<file path="src/modular_polynomial_evaluator_assert.svh">
// ----------------------------------------------------------------------------
// Assertion macros for the modular polynomial evaluator
// Clocked, reset-qualified property checks; empty for synthesis.
// ----------------------------------------------------------------------------
`ifndef MODULAR_POLYNOMIAL_EVALUATOR_ASSERT_SVH
`define MODULAR_POLYNOMIAL_EVALUATOR_ASSERT_SVH
`ifndef SYNTHESIS
// same-cycle implication
`define MPE_ASSERT_NOW(lbl, ante, cons, msg) \
  lbl: assert property (@(posedge clk_i) disable iff (!rst_ni) (ante) |-> (cons)) \
    else $error(msg);
// next-cycle implication
`define MPE_ASSERT_NEXT(lbl, ante, cons, msg) \
  lbl: assert property (@(posedge clk_i) disable iff (!rst_ni) (ante) |=> (cons)) \
    else $error(msg);
`else
`define MPE_ASSERT_NOW(lbl, ante, cons, msg)
`define MPE_ASSERT_NEXT(lbl, ante, cons, msg)
`endif
`endif

</file>
<file path="src/mpe_pkg.sv">
// ----------------------------------------------------------------------------
// mpe_pkg
// Shared types and constants of the modular polynomial evaluator.
// ----------------------------------------------------------------------------
package mpe_pkg;
  localparam int unsigned MaxTerms   = 16;
  localparam int unsigned CoeffWidth = 32;
  localparam int unsigned IdxW       = $clog2(MaxTerms);
  localparam int unsigned ModW       = 31;
  localparam int unsigned WideW      = 64;
  localparam int unsigned MagW       = WideW - 1;
  localparam int unsigned CntW       = $clog2(MagW + 1);

  localparam logic CmdWrite = 1'b0;
  localparam logic CmdEval  = 1'b1;

  typedef struct packed {
    logic                         cmd;
    logic [IdxW-1:0]              index;
    logic signed [CoeffWidth-1:0] operand;
  } in_t;

  typedef struct packed {
    logic signed [CoeffWidth-1:0] value;
    logic                         status;
    logic [IdxW-1:0]              degree;
  } out_t;
endpackage

</file>
<file path="src/modular_polynomial_evaluator.sv">
// ----------------------------------------------------------------------------
// modular_polynomial_evaluator
// Coefficient table with Horner evaluation mod p or wrapping at 32 bits.
// ----------------------------------------------------------------------------
// One beat in, one beat out. A write beat (cmd 0) stores the operand at
// index, reduced into 0..p-1 when the modulus is nonzero, and returns the
// stored value and the new degree. An evaluate beat (cmd 1) runs Horner's
// rule from the degree down to index 0. With a nonzero modulus each step
// multiplies, then launches the bit-serial remainder unit, which shifts
// through the dividend magnitude and then signals done. With a nonzero
// modulus, an x outside 0..p-1 returns status 1, value 0 at once.
// The result shows up in the same cycle in which the next beat can be
// taken. The block takes no beat until the current one is handed to the
// output register, so a stalled receiver stalls the input. Write the
// modulus only while idle.
`include "modular_polynomial_evaluator_assert.svh"
module modular_polynomial_evaluator
  import mpe_pkg::*;
(
  input  logic            clk_i,
  input  logic            rst_ni,
  input  logic            cfg_we_i,
  input  logic [ModW-1:0] cfg_data_i,
  input  logic            in_valid_i,
  output logic            in_ready_o,
  input  in_t             in_data_i,
  output logic            out_valid_o,
  input  logic            out_ready_i,
  output out_t            out_data_o
);
  typedef enum logic [4:0] {
    ST_IDLE = 5'b00001,
    ST_MUL  = 5'b00010,
    ST_RED  = 5'b00100,
    ST_REM  = 5'b01000,
    ST_OUT  = 5'b10000
  } st_e;

  st_e st_q, st_d;
  logic [ModW-1:0]              mod_q;
  logic                         cmd_q;
  logic [IdxW-1:0]              idx_q, idx_d;
  logic [CoeffWidth-1:0]        x_q, x_d, y_q, y_d;
  logic signed [WideW-1:0]      t_q, t_d;
  logic                         stat_q, stat_d;
  logic                         out_valid_q;
  out_t                         out_q;

  logic                         accept, out_free;
  logic                         rem_start, rem_done;
  logic signed [WideW-1:0]      rem_dividend;
  logic [ModW-1:0]              rem_result;
  logic                         st_we;
  logic [IdxW-1:0]              st_waddr;
  logic signed [CoeffWidth-1:0] st_wdata, coef;
  logic [IdxW-1:0]              degree;
  logic [WideW-1:0]             mul_w;
  logic                         x_bad;

  assign accept   = in_valid_i && in_ready_o;
  assign out_free = !out_valid_q || out_ready_i;
  assign in_ready_o = (st_q == ST_IDLE);
  assign x_bad = in_data_i.operand[CoeffWidth-1] ||
                 (in_data_i.operand[ModW-1:0] >= mod_q);
  assign mul_w = {32'b0, y_q} * {32'b0, x_q};

  mpe_rem u_rem (
    .clk_i, .rst_ni,
    .start_i(rem_start), .dividend_i(rem_dividend), .modulus_i(mod_q),
    .done_o(rem_done), .result_o(rem_result)
  );

  mpe_coef_store u_store (
    .clk_i, .rst_ni,
    .we_i(st_we), .waddr_i(st_waddr), .wdata_i(st_wdata),
    .raddr_i(idx_q), .rdata_o(coef), .degree_o(degree)
  );

  always_comb begin
    st_d = st_q; idx_d = idx_q; x_d = x_q; y_d = y_q; t_d = t_q; stat_d = stat_q;
    rem_start = 1'b0;
    rem_dividend = WideW'(signed'(in_data_i.operand));
    st_we = 1'b0; st_waddr = idx_q; st_wdata = signed'(CoeffWidth'(rem_result));
    case (st_q)
      ST_IDLE: begin
        if (accept) begin
          idx_d = in_data_i.index; x_d = in_data_i.operand; stat_d = 1'b0;
          if (in_data_i.cmd == CmdWrite) begin
            if (mod_q == '0) begin
              st_we = 1'b1; st_waddr = in_data_i.index; st_wdata = in_data_i.operand;
              y_d = in_data_i.operand; st_d = ST_OUT;
            end else begin
              rem_start = 1'b1; st_d = ST_REM;
            end
          end else if (mod_q != '0 && x_bad) begin
            stat_d = 1'b1; y_d = '0; st_d = ST_OUT;
          end else begin
            idx_d = degree; y_d = '0; st_d = ST_MUL;
          end
        end
      end
      ST_MUL: begin
        t_d = signed'(mul_w + WideW'(coef));
        st_d = ST_RED;
      end
      ST_RED: begin
        if (mod_q == '0) begin
          y_d = t_q[CoeffWidth-1:0];
          if (idx_q == '0) st_d = ST_OUT;
          else begin
            idx_d = idx_q - 1'b1; st_d = ST_MUL;
          end
        end else begin
          rem_dividend = t_q; rem_start = 1'b1; st_d = ST_REM;
        end
      end
      ST_REM: begin
        if (rem_done) begin
          y_d = CoeffWidth'(rem_result);
          if (cmd_q == CmdWrite) begin
            st_we = 1'b1; st_d = ST_OUT;
          end else if (idx_q == '0) st_d = ST_OUT;
          else begin
            idx_d = idx_q - 1'b1; st_d = ST_MUL;
          end
        end
      end
      ST_OUT: begin
        if (out_free) st_d = ST_IDLE;
      end
      default: st_d = ST_IDLE;
    endcase
  end

  always_ff @(posedge clk_i or negedge rst_ni) begin
    if (!rst_ni) begin
      st_q        <= ST_IDLE;
      mod_q       <= '0;
      out_valid_q <= 1'b0;
    end else begin
      st_q <= st_d;
      if (cfg_we_i) mod_q <= cfg_data_i;
      if (st_q == ST_OUT && out_free) out_valid_q <= 1'b1;
      else if (out_ready_i)           out_valid_q <= 1'b0;
    end
  end

  always_ff @(posedge clk_i) begin
    idx_q <= idx_d; x_q <= x_d; y_q <= y_d; t_q <= t_d; stat_q <= stat_d;
    if (accept) cmd_q <= in_data_i.cmd;
    if (st_q == ST_OUT && out_free) begin
      out_q.value  <= signed'(y_q);
      out_q.status <= stat_q;
      out_q.degree <= degree;
    end
  end

  assign out_valid_o = out_valid_q;
  assign out_data_o  = out_q;

  `MPE_ASSERT_NOW(a_rem_in_rem, rem_done, st_q == ST_REM, "remainder done outside REM")
  `MPE_ASSERT_NEXT(a_busy_after_accept, accept, !in_ready_o, "ready right after accept")
  `MPE_ASSERT_NOW(a_bad_x_zero, out_valid_o && out_data_o.status,
                  out_data_o.value == '0, "out-of-range point with nonzero value")
endmodule

</file>
<file path="src/mpe_rem.sv">
// ----------------------------------------------------------------------------
// mpe_rem
// Bit-serial restoring remainder: signed 64-bit dividend mod a 31-bit
// modulus, result in 0..p-1. One dividend bit per cycle.
// ----------------------------------------------------------------------------
module mpe_rem
  import mpe_pkg::*;
(
  input  logic                    clk_i,
  input  logic                    rst_ni,
  input  logic                    start_i,
  input  logic signed [WideW-1:0] dividend_i,
  input  logic [ModW-1:0]         modulus_i,
  output logic                    done_o,
  output logic [ModW-1:0]         result_o
);
  logic            busy_q, busy_d, done_q, done_d;
  logic [CntW-1:0] cnt_q, cnt_d;
  logic            neg_q, neg_d;
  logic [MagW-1:0] mag_q, mag_d;
  logic [ModW-1:0] rem_q, rem_d;
  logic [ModW:0]   shifted;

  assign shifted = {rem_q, mag_q[MagW-1]};

  always_comb begin
    busy_d = busy_q;
    done_d = 1'b0;
    cnt_d  = cnt_q;
    neg_d  = neg_q;
    mag_d  = mag_q;
    rem_d  = rem_q;
    if (start_i) begin
      busy_d = 1'b1;
      cnt_d  = CntW'(MagW - 1);
      neg_d  = dividend_i[WideW-1];
      mag_d  = dividend_i[WideW-1] ? MagW'(-dividend_i) : MagW'(dividend_i);
      rem_d  = '0;
    end else if (busy_q) begin
      rem_d = ModW'((shifted >= {1'b0, modulus_i}) ? shifted - {1'b0, modulus_i}
                                                   : shifted);
      mag_d = {mag_q[MagW-2:0], 1'b0};
      cnt_d = cnt_q - 1'b1;
      if (cnt_q == '0) begin
        busy_d = 1'b0;
        done_d = 1'b1;
      end
    end
  end

  always_ff @(posedge clk_i or negedge rst_ni) begin
    if (!rst_ni) begin
      busy_q <= 1'b0;
      done_q <= 1'b0;
    end else begin
      busy_q <= busy_d;
      done_q <= done_d;
    end
  end

  always_ff @(posedge clk_i) begin
    cnt_q <= cnt_d;
    neg_q <= neg_d;
    mag_q <= mag_d;
    rem_q <= rem_d;
  end

  // negative dividend: fold a nonzero remainder back into 0..p-1
  assign done_o   = done_q;
  assign result_o = (neg_q && rem_q != '0) ? modulus_i - rem_q : rem_q;
endmodule

</file>
<file path="src/mpe_coef_store.sv">
// ----------------------------------------------------------------------------
// mpe_coef_store
// Coefficient registers with nonzero flags and degree encoder.
// ----------------------------------------------------------------------------
module mpe_coef_store
  import mpe_pkg::*;
(
  input  logic                         clk_i,
  input  logic                         rst_ni,
  input  logic                         we_i,
  input  logic [IdxW-1:0]              waddr_i,
  input  logic signed [CoeffWidth-1:0] wdata_i,
  input  logic [IdxW-1:0]              raddr_i,
  output logic signed [CoeffWidth-1:0] rdata_o,
  output logic [IdxW-1:0]              degree_o
);
  logic signed [CoeffWidth-1:0] coef_q [MaxTerms];
  logic [MaxTerms-1:0]          nz_q;

  always_ff @(posedge clk_i or negedge rst_ni) begin
    if (!rst_ni) begin
      nz_q <= '0;
      for (int i = 0; i < MaxTerms; i++) coef_q[i] <= '0;
    end else if (we_i) begin
      coef_q[waddr_i] <= wdata_i;
      nz_q[waddr_i]   <= (wdata_i != '0);
    end
  end

  assign rdata_o = coef_q[raddr_i];

  always_comb begin
    degree_o = '0;
    for (int i = 0; i < MaxTerms; i++)
      if (nz_q[i]) degree_o = IdxW'(i);
  end
endmodule
</file>
<file path="config.mk">
export PLATFORM = sky130hd
export DESIGN_NAME = modular_polynomial_evaluator
export DESIGN_NICKNAME = d
export VERILOG_FILES = /design/src/mpe_pkg.sv /design/src/modular_polynomial_evaluator.sv /design/src/mpe_rem.sv /design/src/mpe_coef_store.sv
export VERILOG_INCLUDE_DIRS = /design/src /design/src/src
export SDC_FILE = /design/constraint.sdc
export NUM_CORES = 2
export LEC_CHECK = 0
export BUFFER_PORTS_ARGS = -buffer_cell sky130_fd_sc_hd__clkbuf_2
export CAP_MARGIN = 20
export CORE_ASPECT_RATIO = 0.5
export CORE_MARGIN = 2
export CORE_UTILIZATION = 30
export DETAILED_ROUTE_END_ITERATION = 12
export PLACE_DENSITY_LB_ADDON = 0.2
export SYNTH_ARGS = -nofsm -noshare
export SYNTH_HDL_FRONTEND = slang
export SYNTH_HIERARCHICAL = 1
export SYNTH_SLANG_ARGS = --single-unit
</file>
<file path="constraint.sdc">
create_clock -name clk_i -period 21.4 [get_ports clk_i]
set_clock_uncertainty 0.15 [all_clocks]
set_input_delay 1.07 -clock clk_i [delete_from_list [all_inputs] [get_ports clk_i]]
set_output_delay 1.07 -clock clk_i [all_outputs]
set_load 0.01 [all_outputs]
</file>
==> impl_results.md <==
* Initial Util at 30.1%
* Max-slew headroom at 23.5%
* Reg2Reg Depth at 29
* Post-synth ARST share at 67.5%
* GR Overflow Total at 0
* Tcrit/Tclk final at 52.0%
* Largest net degree at the start of global routing at 158
* Die ar. at 260,000 um2
* Initial antenna violation count at 12
* Post-Syn Area at 76,700 um2
* Worst skew pair latency at 0.73 ns
* Syn nets at 8,609
* Status: finished clean
* IO Port Bufs at 111
* Htree depth at 3
* Fill count at 25,800
* Largest buffer count on any clock path at 3
* CP startpoint kind: flip-flop
* Die span in x at 719 um
* DRT Pass-1 Iters at 12
* First-pass GRT wire length at 379,000 um
* Synth Register Bits at 838
* RSZ-0062 raised after global routing: no
* Post-synthesis area per instance at 10.6 um2
* Hold_ws at 0.282 ns
* Critical path class: reg -> reg
* Core Util, Final at 33.1%
* Hold_buf cts at 0
* Max incr delay on CP at 0.78 ns
* Residual DRC count at 0
* CTS Buf Count at 96
* Slowest CP cell: buf_4
* DRT iter0 DRCs at 3,723
* Endpoints failing setup at 0
* HPWL Detailed at 178,000 um
* Register area share after synthesis at 28.6%
* CP Capture Type: flip-flop
* GRT Total Usage at 19.4%
* Ys flop type: dfrtp_1
* Nets@finish at 8,510
* CTS tree: yes
* Clock Sink Count at 838
* Placer Congestion at 0.879
* # resized after CTS at 0
* Max Cap Viol at 0
* Area delta synth->final at 9.81%
* R2R Setup Slk at 10.26 ns
* Routed vias/inst at 4.96
* Post-Syn Instances at 7,236
* Ports at 112
* YS warnings at 6
* Final WL at 250,000 um
* Pins Over Slew Limit at 0
* Core Area at 255,000 um2
* Site Rows at 131
* Fraction of layout cells with a size suffix above 1 at 16.2%
* Final antenna-violating net count at 0
* CP Data Required Time at 21.70 ns
* Clk slew on worst S/H paths at 0.06 ns
* Crit path time final at 11.14 ns
* Setup bufs post-CTS at 0
* Final hold viol count at 0
* CP Max Fanout at 42
* Post-Layout Inst Area at 84,200 um2
* Distinct cells, synth at 92
* Highest clock rate at 89.8 MHz
* Routed WL per cell at 23.5 um
* Reg2reg end: t_q[63]
* Chip height at 362 um
* Least-Margin Pin Slew at 1.14 ns
* Worst path most repeated cell: fa_1
* Worst reg2reg startpoint: idx_q[0]
* Post-synth EDFFs at 235
* Arr. time, crit path at 11.44 ns
* Via count at 52,600
* Hold Crit Class: in -> async
* Vias in the first global route at 55,800
* Post-route setup TNS at 0 ns
* Post-DP Area at 80,900 um2
* Root Driver: clkbuf_16
## worst max path at each step
stage,from,endpoint,cells after the start,slack [ns]
3_5_place_dp,idx_q[0],t_q[54],31,10.04
5_1_grt,idx_q[0],t_q[56],31,9.44
3_3_place_gp,idx_q[0],t_q[56],31,10.06
6_report,idx_q[0],t_q[63],29,10.26
4_1_cts,idx_q[0],t_q[54],31,10.02
2_1_floorplan,idx_q[0],t_q[63],29,11.68
## placed cells by master (no fill, tap or decap), drive strengths merged, types with 207 or more instances in the layout
master  Yosys  final
inv      1242   1248
fa        961    961
nand2     799    799
mux2      586    586
dfrtp     565    565
and2      469    469
ha        339    339
clkbuf    353    248
edfxtp    235    235
a21oi     207    207
## metal layers
metal / routed length (um) / vias up / track usage (%) / share of wire (%)
met5: 41 / - / 0 / 0.016
met3: 12500 / 257 / 2.51 / 5.0
met1: 119000 / 28000 / 28.3 / 48
met4: 6130 / 6 / 4.40 / 2.5
li1: - / 23100 / - / -
met2: 112000 / 1241 / 30.5 / 45
## sequential cells by signal, summed over array words and instances, names as in the netlist, 4 cells and up
name and flops:
u_store/coef_q 512, x_q 32, y_q 32, u_rem/mag_q 63, out_data_o 37, t_q 64, st_q 5, u_store/nz_q 15
u_rem/rem_q 31, mod_q 31, u_rem/cnt_q 6, idx_q 4
## cell type report
type	count	area [um2]	share of cell area, %
Multi-Input combinational cell	4723	48500	57.6
Sequential cell	838	22000	26.1
Inverter	1242	4660	5.54
Tap cell	3391	4240	5.04
Clock buffer	138	2770	3.29
Timing Repair Buffer	236	1520	1.80
Clock inverter	43	563	0.668
Antenna cell	7	17.5	0.0208
## worst max-delay path, delay by kind of cell, from the launching register on
family | cells | cell delay (ns)
simple gates | 2 | 0.58
flops | 1 | 0.70
xor+xnor | 1 | 0.14
mux | 1 | 0.60
compound gates | 8 | 2.18
buf+inv | 8 | 2.03
fa+ha+maj | 9 | 4.36
## cells in the mapped netlist (all sizes together) (7+ instances only)
cell type / count / area (um2)
a211o: 8 / 70.1
a211oi: 13 / 97.6
a21o: 125 / 938
a21oi: 207 / 1040
a222oi: 31 / 310
a22oi: 65 / 488
a311oi: 20 / 181
a31oi: 13 / 81.3
and2: 469 / 2930
and3: 18 / 113
buf: 80 / 450
clkbuf: 353 / 1330
dfrtp: 565 / 14100
dfxtp: 37 / 741
edfxtp: 235 / 7060
fa: 961 / 19200
ha: 339 / 4240
inv: 1242 / 4660
mux2: 586 / 6690
mux4: 128 / 2880
nand2: 799 / 3000
nand2b: 23 / 144
nand3: 33 / 175
nand3b: 8 / 60.1
nand4: 43 / 269
nor2: 191 / 732
nor2b: 20 / 125
nor3: 34 / 181
nor4: 35 / 219
o211ai: 12 / 90.1
o21a: 19 / 143
o21ai: 171 / 856
o21bai: 18 / 135
o22ai: 9 / 56.3
o31ai: 25 / 188
o41ai: 7 / 83.8
or2: 10 / 65.1
or3: 21 / 139
or4: 9 / 78.8
xnor2: 73 / 639
xor2: 111 / 972
## stage by stage
step                      setup WS, ns  std cells
after CTS                        10.02      10600
after global placement           10.06      10400
after detailed placement         10.04      10400
after global routing              9.44      10600
final                            10.26      10600
after floorplan                  11.68       7236
## cells by family after synthesis
logic type               share of synthesized area [%]
buffers and inverters                             8.39
multiplexers                                      12.6
AND/OR/NAND/NOR                                   10.9
adder cells (fa/ha/maj)                           30.6
XOR/XNOR                                          2.10
flip-flops                                        28.6
AO/OA/AOI/OAI                                     6.78
Power is not shown: default switching activity piles up to over one toggle a cycle in this logic, so the estimate is an artifact.
